--- src/sv/pfse_pkg.sv ---
`timescale 1ns / 1ps
// ============================================================================
// pfse_pkg
// Types, character codes and helpers shared by the format signature blocks.
// ============================================================================
package pfse_pkg;

    localparam int SIG_CAPACITY_DEF = 64;
    localparam int QUEUE_DEPTH_DEF  = 2;
    localparam int USED_W           = 6;
    localparam int LEN_W            = 6;

    localparam logic [7:0] CH_NUL     = 8'h00;
    localparam logic [7:0] CH_PERCENT = 8'h25;
    localparam logic [7:0] CH_STAR    = 8'h2A;
    localparam logic [7:0] CH_DOT     = 8'h2E;
    localparam logic [7:0] CH_MINUS   = 8'h2D;
    localparam logic [7:0] CH_PLUS    = 8'h2B;
    localparam logic [7:0] CH_SPACE   = 8'h20;
    localparam logic [7:0] CH_HASH    = 8'h23;
    localparam logic [7:0] CH_ZERO    = 8'h30;
    localparam logic [7:0] CH_NINE    = 8'h39;
    localparam logic [7:0] CH_H       = 8'h68;
    localparam logic [7:0] CH_L       = 8'h6C;
    localparam logic [7:0] CH_Z       = 8'h7A;
    localparam logic [7:0] CH_J       = 8'h6A;
    localparam logic [7:0] CH_T       = 8'h74;
    localparam logic [7:0] CH_BIG_L   = 8'h4C;

    typedef enum logic [2:0] {
        PH_PLAIN       = 3'd0,
        PH_PCT         = 3'd1,
        PH_FLAGS       = 3'd2,
        PH_WDIGITS     = 3'd3,
        PH_AFTER_WIDTH = 3'd4,
        PH_PREC_START  = 3'd5,
        PH_PDIGITS     = 3'd6,
        PH_LENGTH      = 3'd7
    } phase_t;

    // one queued job: up to three results caused by one item
    typedef struct packed {
        logic [1:0]            n;
        logic [2:0][7:0]       chars;
        logic                  status;
        logic                  ok;
        logic [LEN_W-1:0]      len_last;
    } job_t;

    function automatic logic is_flag(input logic [7:0] c);
        return c == CH_MINUS || c == CH_PLUS || c == CH_SPACE || c == CH_HASH
            || c == CH_ZERO;
    endfunction

    function automatic logic is_digit(input logic [7:0] c);
        return c >= CH_ZERO && c <= CH_NINE;
    endfunction

    function automatic logic is_modifier(input logic [7:0] c);
        return c == CH_H || c == CH_L || c == CH_Z || c == CH_J || c == CH_T
            || c == CH_BIG_L;
    endfunction

endpackage

--- src/sv/pfse_front.sv ---
`timescale 1ns / 1ps
// ============================================================================
// pfse_front
// Parser: classifies each format byte and builds the job of results it causes.
// ============================================================================
module pfse_front #(
    parameter int SIGNATURE_CAPACITY = pfse_pkg::SIG_CAPACITY_DEF
) (
    input  logic               clk,
    input  logic               rst_n,
    input  logic               accept,
    input  logic [7:0]         format_char,
    output logic               push,
    output pfse_pkg::job_t     job
);
    import pfse_pkg::*;

    localparam logic [7:0] CAP = 8'(SIGNATURE_CAPACITY);

    phase_t              phase_reg, phase_next;
    logic [1:0][7:0]     lbuf_reg, lbuf_next;
    logic [1:0]          lcount_reg, lcount_next;
    logic [USED_W-1:0]   used_reg, used_next;
    logic                failed_reg, failed_next;

    logic [7:0]          c;
    phase_t              ph;
    logic                cont;
    logic                star_hit;
    phase_t              star_phase;
    logic [7:0]          used_wide;

    assign c         = format_char;
    assign used_wide = {{(8-USED_W){1'b0}}, used_reg};

    always_comb
    begin
        phase_next  = phase_reg;
        lbuf_next   = lbuf_reg;
        lcount_next = lcount_reg;
        used_next   = used_reg;
        failed_next = failed_reg;
        job         = '0;
        push        = 1'b0;
        ph          = phase_reg;
        cont        = 1'b1;
        star_hit    = 1'b0;
        star_phase  = PH_AFTER_WIDTH;

        if (c == CH_NUL)
        begin
            push         = accept;
            job.n        = 2'd1;
            job.status   = 1'b1;
            job.ok       = !failed_reg && phase_reg == PH_PLAIN;
            job.len_last = LEN_W'(used_reg);
            phase_next   = PH_PLAIN;
            lbuf_next    = '0;
            lcount_next  = '0;
            used_next    = '0;
            failed_next  = 1'b0;
        end
        else if (!failed_reg)
        begin
            if (ph == PH_PLAIN)
            begin
                if (c == CH_PERCENT)
                    phase_next = PH_PCT;
                cont = 1'b0;
            end
            if (cont && ph == PH_PCT)
            begin
                if (c == CH_PERCENT)
                begin
                    phase_next = PH_PLAIN;
                    cont       = 1'b0;
                end
                else
                    ph = PH_FLAGS;
            end
            if (cont && ph == PH_FLAGS)
            begin
                if (is_flag(c))
                begin
                    phase_next = PH_FLAGS;
                    cont       = 1'b0;
                end
                else if (c == CH_STAR)
                begin
                    star_hit   = 1'b1;
                    star_phase = PH_AFTER_WIDTH;
                    cont       = 1'b0;
                end
                else if (is_digit(c))
                begin
                    phase_next = PH_WDIGITS;
                    cont       = 1'b0;
                end
                else
                    ph = PH_AFTER_WIDTH;
            end
            if (cont && ph == PH_WDIGITS)
            begin
                if (is_digit(c))
                    cont = 1'b0;
                else
                    ph = PH_AFTER_WIDTH;
            end
            if (cont && ph == PH_AFTER_WIDTH)
            begin
                if (c == CH_DOT)
                begin
                    phase_next = PH_PREC_START;
                    cont       = 1'b0;
                end
                else
                    ph = PH_LENGTH;
            end
            if (cont && ph == PH_PREC_START)
            begin
                if (c == CH_STAR)
                begin
                    star_hit   = 1'b1;
                    star_phase = PH_LENGTH;
                    cont       = 1'b0;
                end
                else if (is_digit(c))
                begin
                    phase_next = PH_PDIGITS;
                    cont       = 1'b0;
                end
                else
                    ph = PH_LENGTH;
            end
            if (cont && ph == PH_PDIGITS)
            begin
                if (is_digit(c))
                    cont = 1'b0;
            end

            if (star_hit)
            begin
                if (used_wide + 8'd2 >= CAP)
                    failed_next = 1'b1;
                else
                begin
                    used_next    = used_reg + USED_W'(1);
                    push         = accept;
                    job.n        = 2'd1;
                    job.chars[0] = CH_STAR;
                    job.len_last = LEN_W'(used_next);
                    phase_next   = star_phase;
                end
            end
            else if (cont)
            begin
                if (is_modifier(c) && lcount_reg < 2'd2)
                begin
                    lbuf_next[lcount_reg[0]] = c;
                    lcount_next              = lcount_reg + 2'd1;
                    phase_next               = PH_LENGTH;
                end
                else if (used_wide + 8'(lcount_reg) + 8'd2 >= CAP)
                    failed_next = 1'b1;
                else
                begin
                    used_next    = used_reg + USED_W'(lcount_reg) + USED_W'(1);
                    push         = accept;
                    job.n        = lcount_reg + 2'd1;
                    case (lcount_reg)
                        2'd0:    job.chars[0] = c;
                        2'd1:
                        begin
                            job.chars[0] = lbuf_reg[0];
                            job.chars[1] = c;
                        end
                        default:
                        begin
                            job.chars[0] = lbuf_reg[0];
                            job.chars[1] = lbuf_reg[1];
                            job.chars[2] = c;
                        end
                    endcase
                    job.len_last = LEN_W'(used_next);
                    lbuf_next    = '0;
                    lcount_next  = '0;
                    phase_next   = PH_PLAIN;
                end
            end
        end
    end

    always_ff @(posedge clk or negedge rst_n)
    begin
        if (!rst_n)
        begin
            phase_reg  <= PH_PLAIN;
            lbuf_reg   <= '0;
            lcount_reg <= '0;
            used_reg   <= '0;
            failed_reg <= 1'b0;
        end
        else if (accept)
        begin
            phase_reg  <= phase_next;
            lbuf_reg   <= lbuf_next;
            lcount_reg <= lcount_next;
            used_reg   <= used_next;
            failed_reg <= failed_next;
        end
    end

endmodule

--- src/sv/pfse_queue.sv ---
`timescale 1ns / 1ps
// ============================================================================
// pfse_queue
// Short job queue between parser and result sequencer.
// ============================================================================
module pfse_queue #(
    parameter int DEPTH = pfse_pkg::QUEUE_DEPTH_DEF
) (
    input  logic               clk,
    input  logic               rst_n,
    input  logic               push,
    input  pfse_pkg::job_t     push_job,
    input  logic               pop,
    output logic               full,
    output logic               nonempty,
    output pfse_pkg::job_t     head
);
    import pfse_pkg::*;

    localparam int PTR_W = (DEPTH > 1) ? $clog2(DEPTH) : 1;
    localparam int CNT_W = $clog2(DEPTH + 1);
    localparam logic [PTR_W-1:0] LAST = PTR_W'(DEPTH - 1);
    localparam logic [CNT_W-1:0] FULL_CNT = CNT_W'(DEPTH);

    job_t              mem_reg [DEPTH];
    logic [PTR_W-1:0]  wr_reg, wr_next;
    logic [PTR_W-1:0]  rd_reg, rd_next;
    logic [CNT_W-1:0]  cnt_reg, cnt_next;
    logic              do_push, do_pop;

    assign full     = cnt_reg == FULL_CNT;
    assign nonempty = cnt_reg != '0;
    assign head     = mem_reg[rd_reg];
    assign do_push  = push && !full;
    assign do_pop   = pop && nonempty;

    always_comb
    begin
        wr_next  = do_push ? ((wr_reg == LAST) ? '0 : wr_reg + PTR_W'(1)) : wr_reg;
        rd_next  = do_pop  ? ((rd_reg == LAST) ? '0 : rd_reg + PTR_W'(1)) : rd_reg;
        cnt_next = cnt_reg + CNT_W'(do_push) - CNT_W'(do_pop);
    end

    always_ff @(posedge clk or negedge rst_n)
    begin
        if (!rst_n)
        begin
            wr_reg  <= '0;
            rd_reg  <= '0;
            cnt_reg <= '0;
        end
        else
        begin
            wr_reg  <= wr_next;
            rd_reg  <= rd_next;
            cnt_reg <= cnt_next;
        end
    end

    always_ff @(posedge clk)
    begin
        if (do_push)
            mem_reg[wr_reg] <= push_job;
    end

endmodule

--- src/sv/pfse_back.sv ---
`timescale 1ns / 1ps
// ============================================================================
// pfse_back
// Result sequencer: plays out each queued job one result per cycle while sig_ready is high.
// ============================================================================
module pfse_back (
    input  logic                        clk,
    input  logic                        rst_n,
    input  logic                        q_nonempty,
    input  pfse_pkg::job_t              q_head,
    output logic                        q_pop,
    output logic                        sig_valid,
    input  logic                        sig_ready,
    output logic [7:0]                  sig_char,
    output logic                        is_status,
    output logic                        ok,
    output logic [pfse_pkg::LEN_W-1:0]  sig_length,
    output logic                        last_of_run
);
    import pfse_pkg::*;

    job_t        cur_reg, cur_next;
    logic        busy_reg, busy_next;
    logic [1:0]  idx_reg, idx_next;
    logic        fire, load;

    assign sig_valid   = busy_reg;
    assign sig_char    = cur_reg.chars[idx_reg];
    assign is_status   = cur_reg.status;
    assign ok          = cur_reg.ok;
    assign last_of_run = idx_reg == cur_reg.n - 2'd1;
    assign sig_length  = cur_reg.len_last - LEN_W'(cur_reg.n) + LEN_W'(1) + LEN_W'(idx_reg);

    assign fire  = busy_reg && sig_ready;
    assign load  = !busy_reg || (fire && last_of_run);
    assign q_pop = load && q_nonempty;

    always_comb
    begin
        cur_next  = cur_reg;
        busy_next = busy_reg;
        idx_next  = idx_reg;
        if (load)
        begin
            busy_next = q_nonempty;
            cur_next  = q_head;
            idx_next  = '0;
        end
        else if (fire)
            idx_next = idx_reg + 2'd1;
    end

    always_ff @(posedge clk or negedge rst_n)
    begin
        if (!rst_n)
        begin
            busy_reg <= 1'b0;
            idx_reg  <= '0;
        end
        else
        begin
            busy_reg <= busy_next;
            idx_reg  <= idx_next;
        end
    end

    always_ff @(posedge clk)
    begin
        cur_reg <= cur_next;
    end

endmodule

--- src/sv/printf_format_signature_extractor.sv ---
`timescale 1ns / 1ps
// ============================================================================
// printf_format_signature_extractor
// Extracts the argument signature of a printf-style format string.
// ============================================================================
//  channel   handshake                  payload
//  input     format_valid/format_ready  format_char
//  output    sig_valid/sig_ready        sig_char, is_status, ok, sig_length,
//                                       last_of_run
//
//  The parser takes a byte per cycle while format_ready, registering its phase.
//  It yields 0 to 3 results; the sequencer sends one per cycle while sig_ready.
//  A QUEUE_DEPTH job queue decouples the two; format_ready drops only when full.
//  Reset clears parser state, queue and sequencer; no clearing pass.
// ============================================================================
module printf_format_signature_extractor #(
    parameter int SIGNATURE_CAPACITY = pfse_pkg::SIG_CAPACITY_DEF,
    parameter int QUEUE_DEPTH        = pfse_pkg::QUEUE_DEPTH_DEF
) (
    input  logic                        clk,
    input  logic                        rst_n,
    input  logic                        format_valid,
    output logic                        format_ready,
    input  logic [7:0]                  format_char,
    output logic                        sig_valid,
    input  logic                        sig_ready,
    output logic [7:0]                  sig_char,
    output logic                        is_status,
    output logic                        ok,
    output logic [pfse_pkg::LEN_W-1:0]  sig_length,
    output logic                        last_of_run
);
    import pfse_pkg::*;

    logic  accept;
    logic  push;
    job_t  push_job;
    logic  q_full;
    logic  q_nonempty;
    logic  q_pop;
    job_t  q_head;

    assign format_ready = !q_full;
    assign accept       = format_valid && format_ready;

    pfse_front #(
        .SIGNATURE_CAPACITY (SIGNATURE_CAPACITY)
    ) u_front (
        .clk         (clk),
        .rst_n       (rst_n),
        .accept      (accept),
        .format_char (format_char),
        .push        (push),
        .job         (push_job)
    );

    pfse_queue #(
        .DEPTH (QUEUE_DEPTH)
    ) u_queue (
        .clk      (clk),
        .rst_n    (rst_n),
        .push     (push),
        .push_job (push_job),
        .pop      (q_pop),
        .full     (q_full),
        .nonempty (q_nonempty),
        .head     (q_head)
    );

    pfse_back u_back (
        .clk         (clk),
        .rst_n       (rst_n),
        .q_nonempty  (q_nonempty),
        .q_head      (q_head),
        .q_pop       (q_pop),
        .sig_valid   (sig_valid),
        .sig_ready   (sig_ready),
        .sig_char    (sig_char),
        .is_status   (is_status),
        .ok          (ok),
        .sig_length  (sig_length),
        .last_of_run (last_of_run)
    );

    a_status_shape: assert property (@(posedge clk) disable iff (!rst_n)
        sig_valid && is_status |-> sig_char == CH_NUL && last_of_run)
        else $error("status result malformed");

    a_char_no_ok: assert property (@(posedge clk) disable iff (!rst_n)
        sig_valid && !is_status |-> !ok && sig_length != '0)
        else $error("signature character with ok or zero length");

    a_length_steps: assert property (@(posedge clk) disable iff (!rst_n)
        sig_valid && sig_ready && !last_of_run |=>
            sig_valid && !is_status && sig_length == $past(sig_length) + LEN_W'(1))
        else $error("results of one item not consecutive");

endmodule
--- config.mk ---
export PLATFORM = sky130hd
export DESIGN_NAME = printf_format_signature_extractor
export DESIGN_NICKNAME = d
export VERILOG_FILES = /design/src/sv/pfse_pkg.sv /design/src/sv/pfse_front.sv /design/src/sv/pfse_queue.sv /design/src/sv/pfse_back.sv /design/src/sv/printf_format_signature_extractor.sv
export SDC_FILE = /design/constraint.sdc
export NUM_CORES = 1
export LEC_CHECK = 0
export BUFFER_PORTS_ARGS = -buffer_cell sky130_fd_sc_hd__buf_2
export CAP_MARGIN = 5
export CORE_MARGIN = 3
export CORE_UTILIZATION = 50
export CTS_BUF_LIST = sky130_fd_sc_hd__clkbuf_16
export DETAILED_ROUTE_END_ITERATION = 7
export PLACE_DENSITY = 0.7
export SYNTH_ARGS = -nofsm -noshare
export SYNTH_HDL_FRONTEND = slang
export SYNTH_SLANG_ARGS = --single-unit
--- constraint.sdc ---
create_clock -name clk -period 4.35 [get_ports clk]
set_input_delay 1.305 -clock clk [delete_from_list [all_inputs] [get_ports clk]]
set_output_delay 1.305 -clock clk [all_outputs]
set_load 0.01 [all_outputs]
==> flow_summary_export.csv, run 1 <==
group,metric,value,unit
global_routing,gr-usage-all-layers,0.196,
synthesis,ys_ff_latch,137,
cts,cts-root-buf,"clkbuf_16",
sta,rsz0062_at_grt,"false",
pwr,swShare,0.341,
global_routing,use_met2,0.313,
finish,fin_area,7720,um2
sta,fin_crit,4.07,ns
global_routing,first_global_vias,4418,
sta,fmax,0.245,GHz
routing,wl,13.8,mm
global_routing,grt_use_met1,0.266,
cts,cts_made_buffers,17,
hold_path,timing.hold.worst.start,"u_front.lbuf_reg[15]",
routing,drt-pass1-iter-count,5,
synthesis,synth_cell_types,63,
finish,largest_register_ffs,68,
routing,vias,4558,
synthesis,synth_top_area_share,0.455,
finish,antenna_cells,0,
synthesis,netlist_instances,573,
die,die_h,122,um
worst_setup_path,reg2reg_from,"u_front.used_reg[0]",
routing,via_per_inst,5.75,
sta,hold_viol,0,
worst_setup_path,required,3.04,ns
finish,syn_to_final_growth,14.6,%
cts,clockBufferDepth,2,
routing,post_drt_wl_per_cell,17.3,um
global_routing,grt_start_max_net_pins,36,
routing,drtAntennaViolNets,0,
pwr,irDropWorstVdd,270,uV
sta,setup_violations,0,
synthesis,ys.warnings.count,0,
placement,post_dp_cell_area,7130,um2
global_routing,busiest_layer,"met2",
synthesis,syn-num-nets,605,
synthesis,synth_edf_count,102,
finish,nFillCells,1023,
pwr,p_seq_frac,0.373,
synthesis,seq_area_frac_synth,0.585,
synthesis,synth_area_leaders,"edfxtp_1 45%, dfrtp_1 13%, mux2_2 5.9%",
pwr,p_int,0.00350,W
placement,place_hpwl,9.62,mm
die,die_area,14900,um2
die,pin_count,31,
worst_setup_path,crit_family,"adder cells",
run,maxCapViolCount,0,
synthesis,synth_common_cells,"102 x edfxtp_1, 52 x nand2_1, 47 x nor2_1",
synthesis,synth_top_area_cell,"edfxtp_1",
pwr,p_clk_frac,0.260,
finish,nets,641,
placement,gp_congestion,0.954,
placement,port-buffer-count,30,
die,fp-row-count,41,
routing,drcViolationCount,0,
cts,clock-sinks,137,
synthesis,synthesis.area,6740,um2
synthesis,synth-main-ff-cell,"edfxtp_1",
worst_setup_path,cp_data_arrival_time,2.77,ns
synthesis,synth.avg_cell_area,11.8,um2
sta,timing.final.crit_share,0.937,
cts,insertion_delay,0.42,ns
worst_setup_path,cp_slowest_cell,"fa_1",
pwr,p_comb_frac,0.368,
worst_setup_path,cpPeakStageDelay,0.59,ns
sta,tightest_slew,0.868,ns
sta,setup_tns,0,ns
sta,finClkSkew,0.0146,ns
cts,cts.clk_slew.worst_paths,0.05,ns
pwr,power.leakage,3.11,nW
outcome,status,"finished, final reports clean",
global_routing,grt_overflow,0,
synthesis,synth-async-reset-ratio,0.255,
synthesis,yosysMostFrequentCell,"edfxtp_1",
global_routing,grtUsageMet3,0.0450,
die,start_util,0.523,
pwr,p_total,0.00531,W
worst_setup_path,reg2reg_slack,0.79,ns
worst_setup_path,path_max_fanout,5,
pwr,power_per_cell_area,688,nW/um2
hold_path,whs_path_depth,1,
cts,cts.htree.levels,4,
die,coreArea,12900,um2
hold_path,holdPathEnd,"u_front.lbuf_reg[15]",
sta,slew-limit-headroom,0.422,
pwr,switching_power,0.00181,W
worst_setup_path,r2r_cells,11,
die,die_width,122,um
cts,cts_tree,"yes",
worst_setup_path,reg2reg_to,"u_queue.mem_reg[1][3]",
global_routing,grt_pass1_wl,22.6,mm
worst_setup_path,path_buf_inv,3,
sta,maxSlewViolCount,0,
global_routing,antenna_found_initial,0,
worst_setup_path,startpoint_type,"flop",
finish,drive_gt1_frac,0.192,
sta,whs,0.490,ns
routing,drt_iter0_markers,388,
worst_setup_path,path_class,"flop to output pin",
worst_setup_path,endpoint_kind,"output pin",
hold_path,hp-class,"flop to flop",
worst_setup_path,crit_chain,"inv_1 > fa_1 > inv_1 > ha_1 > o21ai_0 > nand2b_1 > a21oi_1 > o21bai_1 > a21oi_1 > xnor2_1 > buf_2",
## routing by layer
metal  vias up  part of all wire
met5         -                 0
met4         0             0.016
met3        26             0.036
met2       115              0.48
met1      2240              0.47
li1       2177                 -
## power groups by stage
stage,combinational [W],clock (W),sequential (W)
2_1_floorplan,0.00141,0,0.00193
3_3_place_gp,0.00188,0,0.00200
3_5_place_dp,0.00194,0,0.00201
4_1_cts,0.00196,0.00140,0.00199
5_1_grt,0.00218,0.00146,0.00201
6_report,0.00195,0.00138,0.00198
## cells in the final DEF, fill, tap and decap left out, types with 16 or more instances in the layout
cell / count
ha_1: 16
clkbuf_16: 17
edfxtp_1: 102
dfrtp_1: 33
a21oi_1: 35
mux2_2: 35
nand2_1: 52
buf_2: 30
o21ai_0: 29
inv_1: 33
mux2i_1: 18
nor2_1: 47
## worst max-delay path by stage
stage,start,to,slack (ns),cells after the start
floorplan,format_char[5],u_queue.mem_reg[0][0],0.008,12
global placement,format_char[5],u_queue.mem_reg[1][3],0.32,10
detailed placement,format_char[4],u_queue.mem_reg[0][26],0.23,11
CTS,u_back.idx_reg[1],sig_length[5],0.05,11
global route,u_back.idx_reg[0],sig_length[5],0.06,11
finish,u_back.idx_reg[0],sig_length[5],0.28,11
## area by class of cell
type                       count  area [um2]  share of cell area
clock buffer                  17         425              0.0551
clock inverter                14         143              0.0185
inverter                      30         113              0.0146
multi-input combinational    377        2580               0.335
sequential                   137        3940               0.511
tap                          172         215              0.0279
timing repair buffer          46         295              0.0383
## metrics by stage
| step | worst slack [ns] | util | instances |
|---|---|---|---|
| 2_1_floorplan | 0.00835 | - | 573 |
| 3_3_place_gp | 0.320 | 0.554 | 760 |
| 3_5_place_dp | 0.226 | 0.554 | 760 |
| 4_1_cts | 0.0517 | 0.598 | 791 |
| 5_1_grt | 0.0621 | 0.599 | 793 |
| 6_report | 0.276 | 0.599 | 793 |
## logic make-up after synthesis
group           count (synthesis)  share of synthesized area
fa+ha+maj                      20                     0.0416
xor+xnor                       12                     0.0156
mux                            53                     0.0853
flops                         137                      0.585
compound gates                117                      0.111
simple gates                  175                      0.128
buf+inv                        59                     0.0338
## repair_timing
action,4_1_cts,5_1_grt
setup buffers,0,2
pin swaps,0,0
hold buffers,0,0
resized for setup,1,1
setup endpoints to repair,1,1
Note: power is estimated with default switching activity, not from simulation.
==> inputs of run 2 (changes only) <==
--- a/config.mk
+++ b/config.mk
@@ -5,11 +5,12 @@
 export SDC_FILE = /design/constraint.sdc
 export NUM_CORES = 1
 export LEC_CHECK = 0
-export BUFFER_PORTS_ARGS = -buffer_cell sky130_fd_sc_hd__buf_2
+export BUFFER_PORTS_ARGS = -buffer_cell sky130_fd_sc_hd__clkbuf_2
 export CAP_MARGIN = 5
 export CORE_MARGIN = 3
 export CORE_UTILIZATION = 50
 export CTS_BUF_LIST = sky130_fd_sc_hd__clkbuf_16
+export CTS_CLUSTER_SIZE = 30
 export DETAILED_ROUTE_END_ITERATION = 7
 export PLACE_DENSITY = 0.7
 export SYNTH_ARGS = -nofsm -noshare
==> flow_summary_export.csv, run 2 (same netlist as run 1, synthesis figures left out) <==
group,metric,value,unit
sta,finClkSkew,0.00870,ns
worst_setup_path,cp_slowest_cell,"fa_1",
finish,layout_commonest_cell,"edfxtp_1",
pwr,p_comb_frac,0.371,
routing,wl,13.8,mm
worst_setup_path,r2r_cells,11,
worst_setup_path,cpPeakStageDelay,0.58,ns
cts,hold_buffers,0,
sta,whs,0.486,ns
placement,post-place-cells,762,
sta,fmax,0.249,GHz
sta,rsz0062_at_grt,"false",
die,die_h,122,um
placement,gp_congestion,0.946,
pwr,p_int,0.00344,W
finish,syn_to_final_growth,14.5,%
die,fp-row-count,41,
die,start_util,0.523,
pwr,p_clk_frac,0.252,
hold_path,timing.hold.worst.start,"u_front.lbuf_reg[8]",
routing,drcViolationCount,0,
finish,nets,643,
global_routing,gr-usage-all-layers,0.199,
global_routing,grt_start_max_net_pins,36,
routing,vias,4592,
worst_setup_path,reg2reg_from,"u_front.used_reg[0]",
worst_setup_path,cp_data_arrival_time,2.72,ns
run,maxCapViolCount,0,
global_routing,antenna_found_initial,0,
sta,tightest_slew,0.967,ns
global_routing,grt_overflow,0,
sta,slew-limit-headroom,0.355,
pwr,irDropWorstVdd,282,uV
pwr,p_seq_frac,0.378,
worst_setup_path,crit_path_start,"u_back.idx_reg[0]",
pwr,switching_power,0.00183,W
routing,via_per_inst,5.77,
placement,post_dp_cell_area,7150,um2
routing,drtAntennaViolNets,0,
die,die_width,122,um
cts,insertion_delay,0.42,ns
placement,place_hpwl,9.75,mm
sta,maxSlewViolCount,0,
cts,clockBufferDepth,2,
placement,port-buffer-count,30,
global_routing,first_global_vias,4391,
outcome,status,"finished, final reports clean",
pwr,swShare,0.347,
worst_setup_path,required,3.04,ns
cts,cts_tree,"yes",
cts,cts_made_buffers,17,
pwr,power_per_cell_area,683,nW/um2
finish,antenna_cells,0,
die,die_area,14900,um2
sta,setup_violations,0,
worst_setup_path,endpoint_kind,"output pin",
routing,drt_iter0_markers,447,
sta,setup_tns,0,ns
finish,largest_register_ffs,68,
cts,cts.htree.levels,4,
finish,fin_cells,796,
cts,clock-sinks,137,
worst_setup_path,startpoint_type,"flop",
routing,drt-pass1-iter-count,5,
global_routing,grt_pass1_wl,22.7,mm
worst_setup_path,crit_chain,"inv_1 > fa_1 > inv_1 > ha_1 > o21ai_0 > nand2b_1 > a21oi_1 > o21bai_1 > a21oi_1 > xnor2_1 > clkbuf_2",
sta,fin_crit,4.02,ns
sta,hold_viol,0,
pwr,power.leakage,3.11,nW
cts,cts-root-buf,"clkbuf_16",
cts,cts.clk_slew.worst_paths,0.05,ns
finish,fin_area,7710,um2
routing,post_drt_wl_per_cell,17.3,um
hold_path,whs_path_depth,1,
finish,drive_gt1_frac,0.192,
sta,timing.final.crit_share,0.924,
worst_setup_path,path_max_fanout,6,
finish,final_cell_mix,"102 x edfxtp_1, 52 x nand2_1, 47 x nor2_1",
worst_setup_path,path_class,"flop to output pin",
hold_path,hp-class,"flop to flop",
die,coreArea,12900,um2
die,pin_count,31,
==> run 2: layout make-up <==
type / count / area [um2]
fill: 1016 / 5160
sequential: 137 / 3940
multi-input combinational: 377 / 2580
clock buffer: 17 / 425
timing repair buffer: 48 / 310
tap: 172 / 215
clock inverter: 15 / 123
inverter: 30 / 113
==> run 2: critical path, delay by kind of cell, from the launching register on <==
| family | cells | cell delay [ns] |
|---|---|---|
| simple gates | 1 | 0.07 |
| compound gates | 4 | 0.63 |
| xor+xnor | 1 | 0.13 |
| buf+inv | 3 | 0.31 |
| fa+ha+maj | 2 | 0.76 |
| flops | 1 | 0.40 |
==> run 2: stage by stage <==
step / utilization / total power, W / setup slack (ns)
floorplan: - / 0.00334 / 0.00835
global placement: 0.555 / 0.00389 / 0.328
detailed placement: 0.555 / 0.00397 / 0.216
CTS: 0.598 / 0.00530 / 0.0561
global route: 0.599 / 0.00563 / 0.0883
finish: 0.599 / 0.00527 / 0.329
==> run 2: path summary, 6_finish.rpt <==
path                                         end  slack (ns)
setup / recovery                   sig_length[5]        0.33
hold / removal               u_front.lbuf_reg[8]        0.49
setup reg to reg           u_queue.mem_reg[1][3]        0.83
hold reg to reg              u_front.lbuf_reg[8]        0.49
max in group asynchronous      u_back.idx_reg[1]        2.64
min in group asynchronous    u_front.lbuf_reg[9]        1.03
==> run 2: timing repair <==
item                                    CTS  global route
gates resized for setup                   0             2
hold endpoints to repair                  0             0
buffers inserted                          0             2
endpoints found under the setup margin    0             1
==> run 2: routing by layer <==
| layer | share of wire | up-vias | global-route usage |
|---|---|---|---|
| li1 | - | 2188 | - |
| met1 | 0.46 | 2209 | 0.273 |
| met2 | 0.45 | 157 | 0.299 |
| met3 | 0.050 | 38 | 0.0543 |
| met4 | 0.032 | 0 | 0.0840 |
| met5 | 0 | - | 0 |
==> run 2: power by group through the flow <==
stage / clock network, W / logic (W) / registers [W]
global route: 0.00141 / 0.00220 / 0.00202
CTS: 0.00134 / 0.00196 / 0.00199
global placement: 0 / 0.00189 / 0.00200
floorplan: 0 / 0.00141 / 0.00193
detailed placement: 0 / 0.00195 / 0.00202
finish: 0.00133 / 0.00195 / 0.00199
==> inputs of run 3 (changes only) <==
--- a/config.mk
+++ b/config.mk
@@ -12,7 +12,7 @@
 export CTS_BUF_LIST = sky130_fd_sc_hd__clkbuf_16
 export CTS_CLUSTER_SIZE = 30
 export DETAILED_ROUTE_END_ITERATION = 7
-export PLACE_DENSITY = 0.7
+export PLACE_DENSITY = 0.78
 export SYNTH_ARGS = -nofsm -noshare
 export SYNTH_HDL_FRONTEND = slang
 export SYNTH_SLANG_ARGS = --single-unit
==> flow_summary_export.csv, run 3 (same netlist as run 1, synthesis figures left out) <==
group,metric,value,unit
worst_setup_path,crit_family,"adder cells",
pwr,switching_power,0.00188,W
die,die_h,122,um
sta,hold_viol,0,
die,pin_count,31,
cts,cts.clk_slew.worst_paths,0.06,ns
pwr,power.leakage,3.08,nW
global_routing,gr-usage-all-layers,0.198,
worst_setup_path,path_max_fanout,11,
routing,wl,13.8,mm
global_routing,first_global_vias,4454,
global_routing,grt_pass1_wl,22.8,mm
cts,cts_tree,"yes",
die,coreArea,12900,um2
routing,vias,4633,
sta,finClkSkew,0.0111,ns
worst_setup_path,required,3.04,ns
sta,fin_crit,4.11,ns
pwr,power_per_cell_area,678,nW/um2
pwr,p_comb_frac,0.369,
sta,setup_tns,0,ns
finish,nets,642,
placement,gp_congestion,0.968,
sta,maxSlewViolCount,0,
finish,fin_cells,795,
worst_setup_path,cpPeakStageDelay,0.58,ns
hold_path,hp-class,"flop to flop",
sta,slew-limit-headroom,0.341,
finish,drive_gt1_frac,0.204,
pwr,irDropWorstVdd,304,uV
worst_setup_path,cp_data_arrival_time,2.81,ns
worst_setup_path,path_buf_inv,3,
cts,post_cts_buffers,0,
routing,drtAntennaViolNets,0,
sta,setup_violations,0,
cts,clock-sinks,137,
routing,post_drt_wl_per_cell,17.3,um
worst_setup_path,path_class,"flop to output pin",
sta,fmax,0.243,GHz
finish,largest_register_ffs,68,
sta,whs,0.490,ns
pwr,swShare,0.360,
sta,rsz0062_at_grt,"false",
finish,antenna_cells,0,
die,die_area,14900,um2
placement,post_dp_cell_area,7150,um2
global_routing,antenna_found_initial,0,
pwr,p_int,0.00334,W
outcome,status,"finished, final reports clean",
placement,place_hpwl,9.51,mm
cts,cts.htree.levels,4,
worst_setup_path,startpoint_type,"flop",
placement,port-buffer-count,30,
worst_setup_path,crit_chain,"inv_1 > fa_1 > inv_1 > ha_1 > o21ai_0 > nand2b_1 > a21oi_1 > o21bai_1 > a21oi_1 > xnor2_1 > clkbuf_2",
placement,post-place-cells,763,
run,maxCapViolCount,0,
die,fp-row-count,41,
global_routing,grt_start_max_net_pins,36,
finish,fin_area,7700,um2
routing,drcViolationCount,0,
cts,cts-root-buf,"clkbuf_16",
die,start_util,0.523,
pwr,p_clk_frac,0.249,
worst_setup_path,cp_slowest_cell,"fa_1",
routing,drt-pass1-iter-count,5,
routing,via_per_inst,5.83,
die,die_width,122,um
sta,timing.final.crit_share,0.946,
finish,final_cell_mix,"102 x edfxtp_1, 52 x nand2_1, 47 x nor2_1",
sta,tightest_slew,0.989,ns
cts,insertion_delay,0.42,ns
global_routing,grt_overflow,0,
worst_setup_path,endpoint_kind,"output pin",
routing,drt_iter0_markers,408,
cts,cts_made_buffers,17,
finish,layout_commonest_cell,"edfxtp_1",
pwr,p_seq_frac,0.381,
finish,syn_to_final_growth,14.3,%
cts,clockBufferDepth,2,
## run 3: power groups by stage
stage	clock (W)	sequential, W	combinational [W]
floorplan	0	0.00193	0.00141
global placement	0	0.00199	0.00187
detailed placement	0	0.00201	0.00192
CTS	0.00132	0.00199	0.00195
global route	0.00138	0.00202	0.00216
finish	0.00130	0.00199	0.00193
## run 3: final timing paths
check,startpoint,to,slack (ns),cells after the start
min,u_front.lbuf_reg[7],u_front.lbuf_reg[7],0.49,1
max,u_back.idx_reg[0],sig_length[5],0.24,11
max in group asynchronous,rst_n,u_back.idx_reg[1],2.64,1
min in group asynchronous,rst_n,u_back.idx_reg[0],1.04,1
min reg2reg,u_front.lbuf_reg[7],u_front.lbuf_reg[7],0.49,1
max reg2reg,u_front.used_reg[0],u_queue.mem_reg[1][4],0.86,11
## run 3: layout make-up
type | count | area [um2]
Multi-Input combinational cell | 377 | 2580
Inverter | 30 | 113
Clock buffer | 17 | 425
Timing Repair Buffer | 47 | 303
Fill cell | 975 | 5180
Tap cell | 172 | 215
Sequential cell | 137 | 3940
Clock inverter | 15 | 118
## run 3: stage by stage
stage               utilization  power (W)  setup slack, ns
global placement          0.556    0.00386            0.298
floorplan                     -    0.00334          0.00835
global route              0.598    0.00557           0.0189
detailed placement        0.556    0.00393            0.112
finish                    0.598    0.00522            0.237
CTS                       0.598    0.00526           0.0676
## run 3: layer usage
metal / vias to the layer above / routed length (um) / GRT usage
li1: 2178 / - / -
met1: 2220 / 6060 / 0.268
met2: 210 / 6540 / 0.316
met3: 25 / 900 / 0.0427
met4: 0 / 256 / 0.0728
met5: - / 0 / 0
## run 3: timing repair
| item | CTS | global route |
|---|---|---|
| hold buffers | 0 | 0 |
| endpoints found under the hold margin | 0 | 0 |
| setup endpoints to repair | 0 | 1 |
| resized for setup | 0 | 2 |
